===== src/blkc_pkg.sv =====
`timescale 1ns / 1ps
`default_nettype none
package blkc_pkg;

   // held mask covers only the low slots
   localparam int HELD_W = 16;
   localparam int TAG_W = 64;
   localparam int ADDR_W = 32;
   localparam int SLOT_OUT_W = 4;

   // csr word index for the base address register
   localparam logic CSR_BASE_IDX = 1'b0;

   // controller states
   typedef enum logic [1:0] {
      ST_IDLE,
      ST_SCAN,
      ST_FINISH
   } blkc_state_type;

   // scan record flags handed from cell to cell
   typedef struct packed {
      logic active;
      logic hit;
      logic have_free;
      logic have_victim;
   } scan_flags_type;

   // table update request broadcast to all cells
   typedef struct packed {
      logic en;
      logic alloc;
   } update_ctrl_type;

endpackage
`default_nettype wire


===== src/block_cache_lru_lookup.sv =====
`timescale 1ns / 1ps
`default_nettype none
// Fully associative block cache directory with least-recently-used replacement. Each slot
// lives in a cell of a chain; a request's scan record walks the chain one cell per clock,
// collecting a tag hit, the first empty slot and the oldest unheld slot, and the controller
// then writes the new stamp (and tag on allocation) at the edge that loads the result. A
// request passes from acceptance through the start register, every cell of the chain and the
// finish state to the result register. The next request is taken the cycle after the result
// is loaded, even if the result still waits, so a request is not taken before the previous
// one has been loaded; a result that still waits holds back the load of the next one. When a
// miss finds every slot held, no_slot is reported and the table and use counter stay
// unchanged. The base address register sits at byte offset 0 of the configuration port.
module block_cache_lru_lookup #(
   parameter int SLOTS = 16,
   parameter int BLOCK_BYTES = 512,
   parameter int STAMP_BITS = 32
) (
   input  wire logic                             clock,
   input  wire logic                             reset,
   input  wire logic                             req_valid,
   output logic                                  req_stall,
   input  wire logic [blkc_pkg::TAG_W-1:0]       req_block_number,
   input  wire logic [blkc_pkg::HELD_W-1:0]      req_held_mask,
   output logic                                  rsp_valid,
   input  wire logic                             rsp_stall,
   output logic                                  rsp_hit,
   output logic [blkc_pkg::SLOT_OUT_W-1:0]       rsp_slot_index,
   output logic [blkc_pkg::ADDR_W-1:0]           rsp_block_address,
   output logic                                  rsp_no_slot,
   input  wire logic                             psel,
   input  wire logic                             penable,
   input  wire logic                             pwrite,
   input  wire logic [2:0]                       paddr,
   input  wire logic [31:0]                      pwdata,
   output logic [31:0]                           prdata,
   output logic                                  pready
);

   localparam int IDX_W = $clog2(SLOTS);

   logic [blkc_pkg::ADDR_W-1:0] base_ff;
   logic [blkc_pkg::TAG_W-1:0]  key_tag;
   logic [blkc_pkg::HELD_W-1:0] held_mask;

   blkc_pkg::scan_flags_type    chain_flags [SLOTS+1];
   logic [IDX_W-1:0]            chain_hit_idx [SLOTS+1];
   logic [IDX_W-1:0]            chain_free_idx [SLOTS+1];
   logic [IDX_W-1:0]            chain_victim_idx [SLOTS+1];
   logic [STAMP_BITS-1:0]       chain_victim_stamp [SLOTS+1];

   blkc_pkg::update_ctrl_type   upd;
   logic [IDX_W-1:0]            upd_idx;
   logic [STAMP_BITS-1:0]       upd_stamp;

   // configuration register
   assign pready = 1'b1;

   always_ff @(posedge clock) begin
      if (reset) begin
         base_ff <= '0;
      end else if (psel && penable && pwrite && pready && paddr[2] == blkc_pkg::CSR_BASE_IDX) begin
         base_ff <= pwdata;
      end
   end

   assign prdata = (paddr[2] == blkc_pkg::CSR_BASE_IDX) ? base_ff : '0;

   // sequencing, counter and result register
   blkc_ctrl #(
      .IDX_W(IDX_W),
      .STAMP_BITS(STAMP_BITS),
      .BLOCK_BYTES(BLOCK_BYTES)
   ) u_ctrl (
      .clock(clock),
      .reset(reset),
      .req_valid(req_valid),
      .req_stall(req_stall),
      .req_block_number(req_block_number),
      .req_held_mask(req_held_mask),
      .rsp_valid(rsp_valid),
      .rsp_stall(rsp_stall),
      .rsp_hit(rsp_hit),
      .rsp_slot_index(rsp_slot_index),
      .rsp_block_address(rsp_block_address),
      .rsp_no_slot(rsp_no_slot),
      .base_address(base_ff),
      .key_tag(key_tag),
      .held_mask(held_mask),
      .scan_start(chain_flags[0]),
      .scan_end_flags(chain_flags[SLOTS]),
      .scan_end_hit_idx(chain_hit_idx[SLOTS]),
      .scan_end_free_idx(chain_free_idx[SLOTS]),
      .scan_end_victim_idx(chain_victim_idx[SLOTS]),
      .upd(upd),
      .upd_idx(upd_idx),
      .upd_stamp(upd_stamp)
   );

   // empty scan record entering the first cell
   assign chain_hit_idx[0] = '0;
   assign chain_free_idx[0] = '0;
   assign chain_victim_idx[0] = '0;
   assign chain_victim_stamp[0] = '0;

   // chain of slot cells
   for (genvar i = 0; i < SLOTS; i++) begin : g_cell
      logic held;
      if (i < blkc_pkg::HELD_W) begin : g_held
         assign held = held_mask[i];
      end else begin : g_free
         assign held = 1'b0;
      end

      blkc_cell #(
         .IDX_W(IDX_W),
         .STAMP_BITS(STAMP_BITS),
         .CELL_INDEX(i)
      ) u_cell (
         .clock(clock),
         .reset(reset),
         .key_tag(key_tag),
         .held(held),
         .scan_in_flags(chain_flags[i]),
         .scan_in_hit_idx(chain_hit_idx[i]),
         .scan_in_free_idx(chain_free_idx[i]),
         .scan_in_victim_idx(chain_victim_idx[i]),
         .scan_in_victim_stamp(chain_victim_stamp[i]),
         .scan_out_flags(chain_flags[i+1]),
         .scan_out_hit_idx(chain_hit_idx[i+1]),
         .scan_out_free_idx(chain_free_idx[i+1]),
         .scan_out_victim_idx(chain_victim_idx[i+1]),
         .scan_out_victim_stamp(chain_victim_stamp[i+1]),
         .upd(upd),
         .upd_idx(upd_idx),
         .upd_stamp(upd_stamp)
      );
   end

endmodule
`default_nettype wire


===== src/blkc_cell.sv =====
`timescale 1ns / 1ps
`default_nettype none
module blkc_cell #(
   parameter int IDX_W = 4,
   parameter int STAMP_BITS = 32,
   parameter int CELL_INDEX = 0
) (
   input  wire logic                         clock,
   input  wire logic                         reset,
   input  wire logic [blkc_pkg::TAG_W-1:0]   key_tag,
   input  wire logic                         held,
   input  wire blkc_pkg::scan_flags_type     scan_in_flags,
   input  wire logic [IDX_W-1:0]             scan_in_hit_idx,
   input  wire logic [IDX_W-1:0]             scan_in_free_idx,
   input  wire logic [IDX_W-1:0]             scan_in_victim_idx,
   input  wire logic [STAMP_BITS-1:0]        scan_in_victim_stamp,
   output blkc_pkg::scan_flags_type          scan_out_flags,
   output logic [IDX_W-1:0]                  scan_out_hit_idx,
   output logic [IDX_W-1:0]                  scan_out_free_idx,
   output logic [IDX_W-1:0]                  scan_out_victim_idx,
   output logic [STAMP_BITS-1:0]             scan_out_victim_stamp,
   input  wire blkc_pkg::update_ctrl_type    upd,
   input  wire logic [IDX_W-1:0]             upd_idx,
   input  wire logic [STAMP_BITS-1:0]        upd_stamp
);

   localparam logic [IDX_W-1:0] MY_IDX = IDX_W'(CELL_INDEX);

   logic                      valid_ff;
   logic [blkc_pkg::TAG_W-1:0] tag_ff;
   logic [STAMP_BITS-1:0]     stamp_ff;

   blkc_pkg::scan_flags_type  flags_ff, flags_in;
   logic [IDX_W-1:0]          hit_idx_ff, hit_idx_in;
   logic [IDX_W-1:0]          free_idx_ff, free_idx_in;
   logic [IDX_W-1:0]          victim_idx_ff, victim_idx_in;
   logic [STAMP_BITS-1:0]     victim_stamp_ff, victim_stamp_in;

   logic                      my_upd;

   // examine this slot against the passing scan record
   always_comb begin
      flags_in = scan_in_flags;
      hit_idx_in = scan_in_hit_idx;
      free_idx_in = scan_in_free_idx;
      victim_idx_in = scan_in_victim_idx;
      victim_stamp_in = scan_in_victim_stamp;
      if (!scan_in_flags.hit) begin
         if (valid_ff && tag_ff == key_tag) begin
            flags_in.hit = 1'b1;
            hit_idx_in = MY_IDX;
         end else if (!valid_ff) begin
            if (!scan_in_flags.have_free) begin
               flags_in.have_free = 1'b1;
               free_idx_in = MY_IDX;
            end
         end else if (!held) begin
            if (!scan_in_flags.have_victim || scan_in_victim_stamp > stamp_ff) begin
               flags_in.have_victim = 1'b1;
               victim_idx_in = MY_IDX;
               victim_stamp_in = stamp_ff;
            end
         end
      end
   end

   // scan record register toward the next cell
   always_ff @(posedge clock) begin
      if (reset) begin
         flags_ff <= '0;
      end else if (scan_in_flags.active) begin
         flags_ff <= flags_in;
      end else begin
         flags_ff.active <= 1'b0;
      end
   end

   always_ff @(posedge clock) begin
      if (scan_in_flags.active) begin
         hit_idx_ff <= hit_idx_in;
         free_idx_ff <= free_idx_in;
         victim_idx_ff <= victim_idx_in;
         victim_stamp_ff <= victim_stamp_in;
      end
   end

   // slot contents
   assign my_upd = upd.en && upd_idx == MY_IDX;

   always_ff @(posedge clock) begin
      if (reset) begin
         valid_ff <= 1'b0;
      end else if (my_upd && upd.alloc) begin
         valid_ff <= 1'b1;
      end
   end

   always_ff @(posedge clock) begin
      if (my_upd) begin
         stamp_ff <= upd_stamp;
         if (upd.alloc) begin
            tag_ff <= key_tag;
         end
      end
   end

   assign scan_out_flags = flags_ff;
   assign scan_out_hit_idx = hit_idx_ff;
   assign scan_out_free_idx = free_idx_ff;
   assign scan_out_victim_idx = victim_idx_ff;
   assign scan_out_victim_stamp = victim_stamp_ff;

endmodule
`default_nettype wire


===== src/blkc_ctrl.sv =====
`timescale 1ns / 1ps
`default_nettype none
module blkc_ctrl #(
   parameter int IDX_W = 4,
   parameter int STAMP_BITS = 32,
   parameter int BLOCK_BYTES = 512
) (
   input  wire logic                             clock,
   input  wire logic                             reset,
   input  wire logic                             req_valid,
   output logic                                  req_stall,
   input  wire logic [blkc_pkg::TAG_W-1:0]       req_block_number,
   input  wire logic [blkc_pkg::HELD_W-1:0]      req_held_mask,
   output logic                                  rsp_valid,
   input  wire logic                             rsp_stall,
   output logic                                  rsp_hit,
   output logic [blkc_pkg::SLOT_OUT_W-1:0]       rsp_slot_index,
   output logic [blkc_pkg::ADDR_W-1:0]           rsp_block_address,
   output logic                                  rsp_no_slot,
   input  wire logic [blkc_pkg::ADDR_W-1:0]      base_address,
   output logic [blkc_pkg::TAG_W-1:0]            key_tag,
   output logic [blkc_pkg::HELD_W-1:0]           held_mask,
   output blkc_pkg::scan_flags_type              scan_start,
   input  wire blkc_pkg::scan_flags_type         scan_end_flags,
   input  wire logic [IDX_W-1:0]                 scan_end_hit_idx,
   input  wire logic [IDX_W-1:0]                 scan_end_free_idx,
   input  wire logic [IDX_W-1:0]                 scan_end_victim_idx,
   output blkc_pkg::update_ctrl_type             upd,
   output logic [IDX_W-1:0]                      upd_idx,
   output logic [STAMP_BITS-1:0]                 upd_stamp
);

   blkc_pkg::blkc_state_type state_ff, state_in;

   logic [blkc_pkg::TAG_W-1:0]  key_ff;
   logic [blkc_pkg::HELD_W-1:0] held_ff;
   logic                        start_ff;
   logic [STAMP_BITS-1:0]       counter_ff;

   logic                        rsp_valid_ff;
   logic                        rsp_hit_ff;
   logic [blkc_pkg::SLOT_OUT_W-1:0] rsp_slot_ff;
   logic [blkc_pkg::ADDR_W-1:0] rsp_addr_ff;
   logic                        rsp_no_slot_ff;

   logic                        accept;
   logic                        load;
   logic                        found;
   logic [IDX_W-1:0]            chosen;
   logic [blkc_pkg::ADDR_W-1:0] slot_offset;

   // slot picked from the finished scan record
   assign found = scan_end_flags.hit || scan_end_flags.have_free || scan_end_flags.have_victim;
   assign chosen = scan_end_flags.hit       ? scan_end_hit_idx :
                   scan_end_flags.have_free ? scan_end_free_idx : scan_end_victim_idx;
   assign slot_offset = blkc_pkg::ADDR_W'(chosen) * blkc_pkg::ADDR_W'(BLOCK_BYTES);

   // next state and handshake
   always_comb begin
      state_in = state_ff;
      req_stall = 1'b1;
      load = 1'b0;
      upd = '0;
      unique case (state_ff)
         blkc_pkg::ST_IDLE: begin
            req_stall = 1'b0;
            if (req_valid) begin
               state_in = blkc_pkg::ST_SCAN;
            end
         end
         blkc_pkg::ST_SCAN: begin
            if (scan_end_flags.active) begin
               state_in = blkc_pkg::ST_FINISH;
            end
         end
         blkc_pkg::ST_FINISH: begin
            if (!rsp_valid_ff || !rsp_stall) begin
               load = 1'b1;
               state_in = blkc_pkg::ST_IDLE;
               upd.en = found;
               upd.alloc = !scan_end_flags.hit;
            end
         end
         default: begin
            state_in = blkc_pkg::ST_IDLE;
         end
      endcase
   end

   assign accept = req_valid && !req_stall;

   always_ff @(posedge clock) begin
      if (reset) begin
         state_ff <= blkc_pkg::ST_IDLE;
         start_ff <= 1'b0;
         counter_ff <= '0;
         rsp_valid_ff <= 1'b0;
      end else begin
         state_ff <= state_in;
         start_ff <= accept;
         if (upd.en) begin
            counter_ff <= counter_ff + 1'b1;
         end
         if (load) begin
            rsp_valid_ff <= 1'b1;
         end else if (!rsp_stall) begin
            rsp_valid_ff <= 1'b0;
         end
      end
   end

   // request capture
   always_ff @(posedge clock) begin
      if (accept) begin
         key_ff <= req_block_number;
         held_ff <= req_held_mask;
      end
   end

   // result register
   always_ff @(posedge clock) begin
      if (load) begin
         rsp_no_slot_ff <= !found;
         rsp_hit_ff <= found && scan_end_flags.hit;
         rsp_slot_ff <= found ? blkc_pkg::SLOT_OUT_W'(chosen) : '0;
         rsp_addr_ff <= found ? base_address + slot_offset : '0;
      end
   end

   always_comb begin
      scan_start = '0;
      scan_start.active = start_ff;
   end

   assign key_tag = key_ff;
   assign held_mask = held_ff;
   assign upd_idx = chosen;
   assign upd_stamp = counter_ff + 1'b1;

   assign rsp_valid = rsp_valid_ff;
   assign rsp_hit = rsp_hit_ff;
   assign rsp_slot_index = rsp_slot_ff;
   assign rsp_block_address = rsp_addr_ff;
   assign rsp_no_slot = rsp_no_slot_ff;

endmodule
`default_nettype wire

===== config.mk =====
export PLATFORM = sky130hd
export DESIGN_NAME = block_cache_lru_lookup
export DESIGN_NICKNAME = d
export VERILOG_FILES = /design/src/blkc_pkg.sv /design/src/block_cache_lru_lookup.sv /design/src/blkc_cell.sv /design/src/blkc_ctrl.sv
export SDC_FILE = /design/constraint.sdc
export NUM_CORES = 2
export LEC_CHECK = 0
export BUFFER_PORTS_ARGS = -buffer_cell sky130_fd_sc_hd__buf_2
export CORE_ASPECT_RATIO = 1.25
export CORE_UTILIZATION = 35
export CTS_BUF_LIST = sky130_fd_sc_hd__clkbuf_4 sky130_fd_sc_hd__clkbuf_8
export DETAILED_ROUTE_END_ITERATION = 8
export PLACE_DENSITY = 0.48
export SKIP_LAST_GASP = 1
export SLEW_MARGIN = 20
export SYNTH_ARGS = -nofsm -noshare
export SYNTH_HDL_FRONTEND = slang
export SYNTH_SLANG_ARGS = --single-unit

===== constraint.sdc =====
create_clock -name clock -period 7.99 [get_ports clock]
set_input_delay 0.3995 -clock clock [delete_from_list [all_inputs] [get_ports clock]]
set_output_delay 0.3995 -clock clock [all_outputs]
set_load 0.05 [all_outputs]

==> reports/qor.log <==
qor: worst_setup_path.critical_path.startpoint u_ctrl.key_tag[38]
qor: timing.timing.final.hold_violations 0
qor: clock_tree.number_of_buffers_inserted_to_repair_setup_after_cts 0
qor: worst_setup_path.worst_path_largest_cell_delay 0.88 ns
qor: clock_tree.cts-root-to-sink-buffers 4
qor: timing.max_slew.worst_pin.slew 1.22 ns
qor: synth.asyncSetResetFlopFracSynth 0
qor: synth.ys_seq_elements 2429
qor: clock_tree.cts.root.buffer_cell clkbuf_8
qor: floorplanning.die_h 621 um
qor: pwr.p_leak 44.9 nW
qor: timing.fin_skew 0.122 ns
qor: synth.synth-warning-count 0
qor: worst_setup_path.critPathSlowestCell o41ai_2
qor: synth.synth.mux.area_fraction 0.0485
qor: floorplanning.fp.dieArea 309000 um^2
qor: grt.grt_pass1_vias 64800
qor: synth.synth_enable_flop_cells 2281
qor: cells_and_area.design.final.nets 8773
qor: worst_setup_path.rr_startpoint u_ctrl.key_tag[38]
qor: routing.wl_met1 127000 um
qor: outcome.outcome complete, no violations
qor: place.routability_congestion 0.882
qor: place.port-buffer-count 191
qor: synth.synth_xor_xnor_area_share 0.0688
qor: clock_tree.tritoncts yes
qor: timing.setup_viol 0
qor: place.dp_hpwl 211000 um
qor: worst_setup_path.timing.critical_path.mode_cell buf_4
qor: routing.wl 313000 um
qor: routing.drc_violations_left 0
qor: synth.yosys.area.top_type_share 0.638
qor: synth.yosysTopAreaCell edfxtp_1
qor: clock_tree.cts_hold_buffers 167
qor: timing.final-max-slew-violation-count 0
qor: floorplanning.floorplan.initialDensity 0.353
qor: routing.wl_met3 12600 um
qor: min_path.hold_path_class input pin to register
qor: clock_tree.cts_inserted_buffers 410
qor: routing.drt-wirelength-per-cell 25.0 um
qor: cells_and_area.layout.cells.most_common edfxtp_1
qor: grt.aggregate_global_route_resource_usage 0.199
qor: grt.first_pass_grt_wire_length 449000 um
qor: cells_and_area.layout-drive-gt1-share 0.202
qor: worst_setup_path.worst-endpoint-required 8.72 ns
qor: worst_setup_path.arrival 5.43 ns
qor: pwr.pwr_density_cell 208 nW/um^2
qor: cells_and_area.area_growth_syn_to_layout 16.0%
qor: synth.combinational_family_with_the_most_area_after_synthesis simple AND/OR/NAND/NOR gates
qor: synth.yosysUniqueCellTypes 82
qor: routing.avgViaCountPerCell 5.02
qor: synth.synth-adder-area-share 0.0567
qor: floorplanning.io-pin-count 195
qor: worst_setup_path.critPathKind register to register
qor: grt.grt.overflow.total 0
qor: floorplanning.core 304000 um^2
qor: routing.top_layer_reached_by_signal_wires met5
qor: synth.area_share_of_and_or_nand_nor_cells_after_synthesis 0.0814
qor: routing.met2_length 163000 um
qor: synth.synth_compound_area_frac 0.0461
qor: timing.fmaxAchievable 213 MHz
qor: synth.synth.yosys.seq_area_share 0.666
qor: synth.synthesis.area_per_instance 14.5 um^2
qor: place.placement.cell_area 115000 um^2
qor: routing.first_pass_iters 7
qor: min_path.hold_start req_held_mask[13]
qor: worst_setup_path.worst_setup_path_end_kind register
qor: cells_and_area.design_area 124000 um^2
qor: routing.drtAntennaViolNets 0
qor: worst_setup_path.cp_cell_sequence buf_4 -> inv_1 -> o221ai_1 -> nor4_1 -> nand4_1 -> o41ai_2 -> nor4_4 -> buf_4 -> mux2_2
qor: routing.drtIter0Drc 4053
qor: cells_and_area.mostFrequentLayoutCells edfxtp_1 (2281), inv_1 (607), ha_1 (485)
qor: worst_setup_path.critPathMaxFanout 24
qor: timing.worst_slew_margin_rel 0.179
qor: clock_tree.insertion_delay 1.08 ns
qor: synth.synth.net_count 7985
qor: clock_tree.cts_max_level 5
qor: timing.setup_total_negative_slack 0 ns
qor: timing.rsz0062_at_grt false
qor: routing.routed-via-count 62800
qor: synth.post_synth_main_area_contributors edfxtp_1 (64%), ha_1 (5.7%), mux2_2 (4.4%), xnor2_1 (3.9%), xor2_1 (3.0%)
qor: floorplanning.core.rowCount 226
qor: timing.final_min_period_over_clock_period 0.589
qor: grt.antenna_violations_before_repair 18
qor: pwr.ir_worst_vdd 0.156 mV
qor: synth.netlist_area 107000 um^2
qor: clock_tree.ctsResizeCount 0
qor: synth.yosys_most_used_dff edfxtp_1
qor: synth.synth_cells 7377
qor: worst_setup_path.start_kind register
qor: grt.grt_max_degree 66
qor: clock_tree.clkSinkCount 2429
qor: clock_tree.clk_pin_slew 0.06 ns
qor: timing.final_period_minus_worst_setup_slack 4.71 ns
qor: floorplanning.die_x 497 um
qor: job.maxCapViolations 0
[worst max-delay path, delay by kind of cell (launching register included)]
| kind | cells | cell delay (ns) |
|---|---|---|
| simple gates | 3 | 1.25 |
| compound gates | 2 | 1.09 |
| buf+inv | 3 | 1.03 |
| flops | 1 | 0.70 |
| mux | 1 | 0.32 |
[power by group]
part	switching [mW]	internal (mW)	leakage (nW)	total, mW
combinational	0.629	0.305	19.2	0.934
sequential	0.0608	13.9	21.4	13.9
clock	5.18	5.89	4.26	11.1
[routing by layer]
layer  GRT usage  vias up
li1            -    28900
met1       0.240    31900
met2       0.361     1448
met3      0.0275      508
met4      0.0679        2
met5           0        -
[layout make-up]
cell class	count	area, um^2
Antenna cell	14	35.0
Clock buffer	579	7070
Clock inverter	167	917
Fill cell	28000	180000
Inverter	612	2300
Multi-Input combinational cell	4118	32900
Sequential cell	2429	71500
Tap cell	3990	4990
Timing Repair Buffer	594	4710
[registers in the layout, summed over array words and instances (netlist names)]
| register | flops |
|---|---|
| base_ff | 32 |
| g_cell.u_cell.scan_out_flags | 64 |
| g_cell.u_cell.scan_out_free_idx | 49 |
| g_cell.u_cell.scan_out_hit_idx | 49 |
| g_cell.u_cell.scan_out_victim_idx | 49 |
| g_cell.u_cell.scan_out_victim_stamp | 480 |
| g_cell.u_cell.stamp_ff | 512 |
| g_cell.u_cell.tag_ff | 1024 |
| g_cell.u_cell.valid_ff | 16 |
| u_ctrl.counter_ff | 32 |
| u_ctrl.held_mask | 16 |
| u_ctrl.key_tag | 64 |
| u_ctrl.rsp_block_address | 32 |
| u_ctrl.rsp_hit | 1 |
| u_ctrl.rsp_no_slot | 1 |
| u_ctrl.rsp_slot_index | 4 |
| u_ctrl.rsp_valid | 1 |
| u_ctrl.start_ff | 1 |
| u_ctrl.state_ff | 2 |
[kinds of logic after synthesis]
kind of cell / Yosys count
other cells: 1
mux: 454
fa+ha+maj: 486
buf+inv: 830
flops: 2429
compound gates: 722
xor+xnor: 843
simple gates: 1612
[cells in the mapped netlist (39+ instances only)]
cell	count
a21oi_1	210
or2_2	84
ha_1	485
o22ai_1	39
nor4_1	161
nor2b_1	184
mux2_2	416
dfxtp_1	148
nor2_1	306
clkbuf_1	43
nand4_1	226
o2111ai_1	39
inv_1	607
nand2b_1	127
edfxtp_1	2281
buf_2	130
nor3_1	60
xor2_1	369
nand2_1	232
a21o_1	52
o21ai_0	93
a211oi_1	47
nand3_1	104
xnor2_1	474
[per-stage QoR]
step           std cells  hold WS (ns)  setup slack [ns]   util  total power [mW]
2_1_floorplan       7377         0.437              1.42      -              14.6
3_3_place_gp       11600         0.448              3.32  0.377              15.1
3_5_place_dp       11600         0.463              3.32  0.377              15.1
4_1_cts            12500      0.000202              3.28  0.409              26.3
5_1_grt            12500        0.0224              3.15  0.409              26.8
6_report           12500        0.0846              3.28  0.409              25.9
[final timing paths]
check,end,slack [ns],cells after the start
worst max-delay path,g_cell[12].u_cell.scan_out_victim_stamp[20],3.28,9
worst min-delay path,u_ctrl.held_mask[13],0.08,2
worst max register to register,g_cell[12].u_cell.scan_out_victim_stamp[20],3.28,9
worst min register to register,u_ctrl.state_ff[0],0.47,1
(Power assumes the default switching activity.)
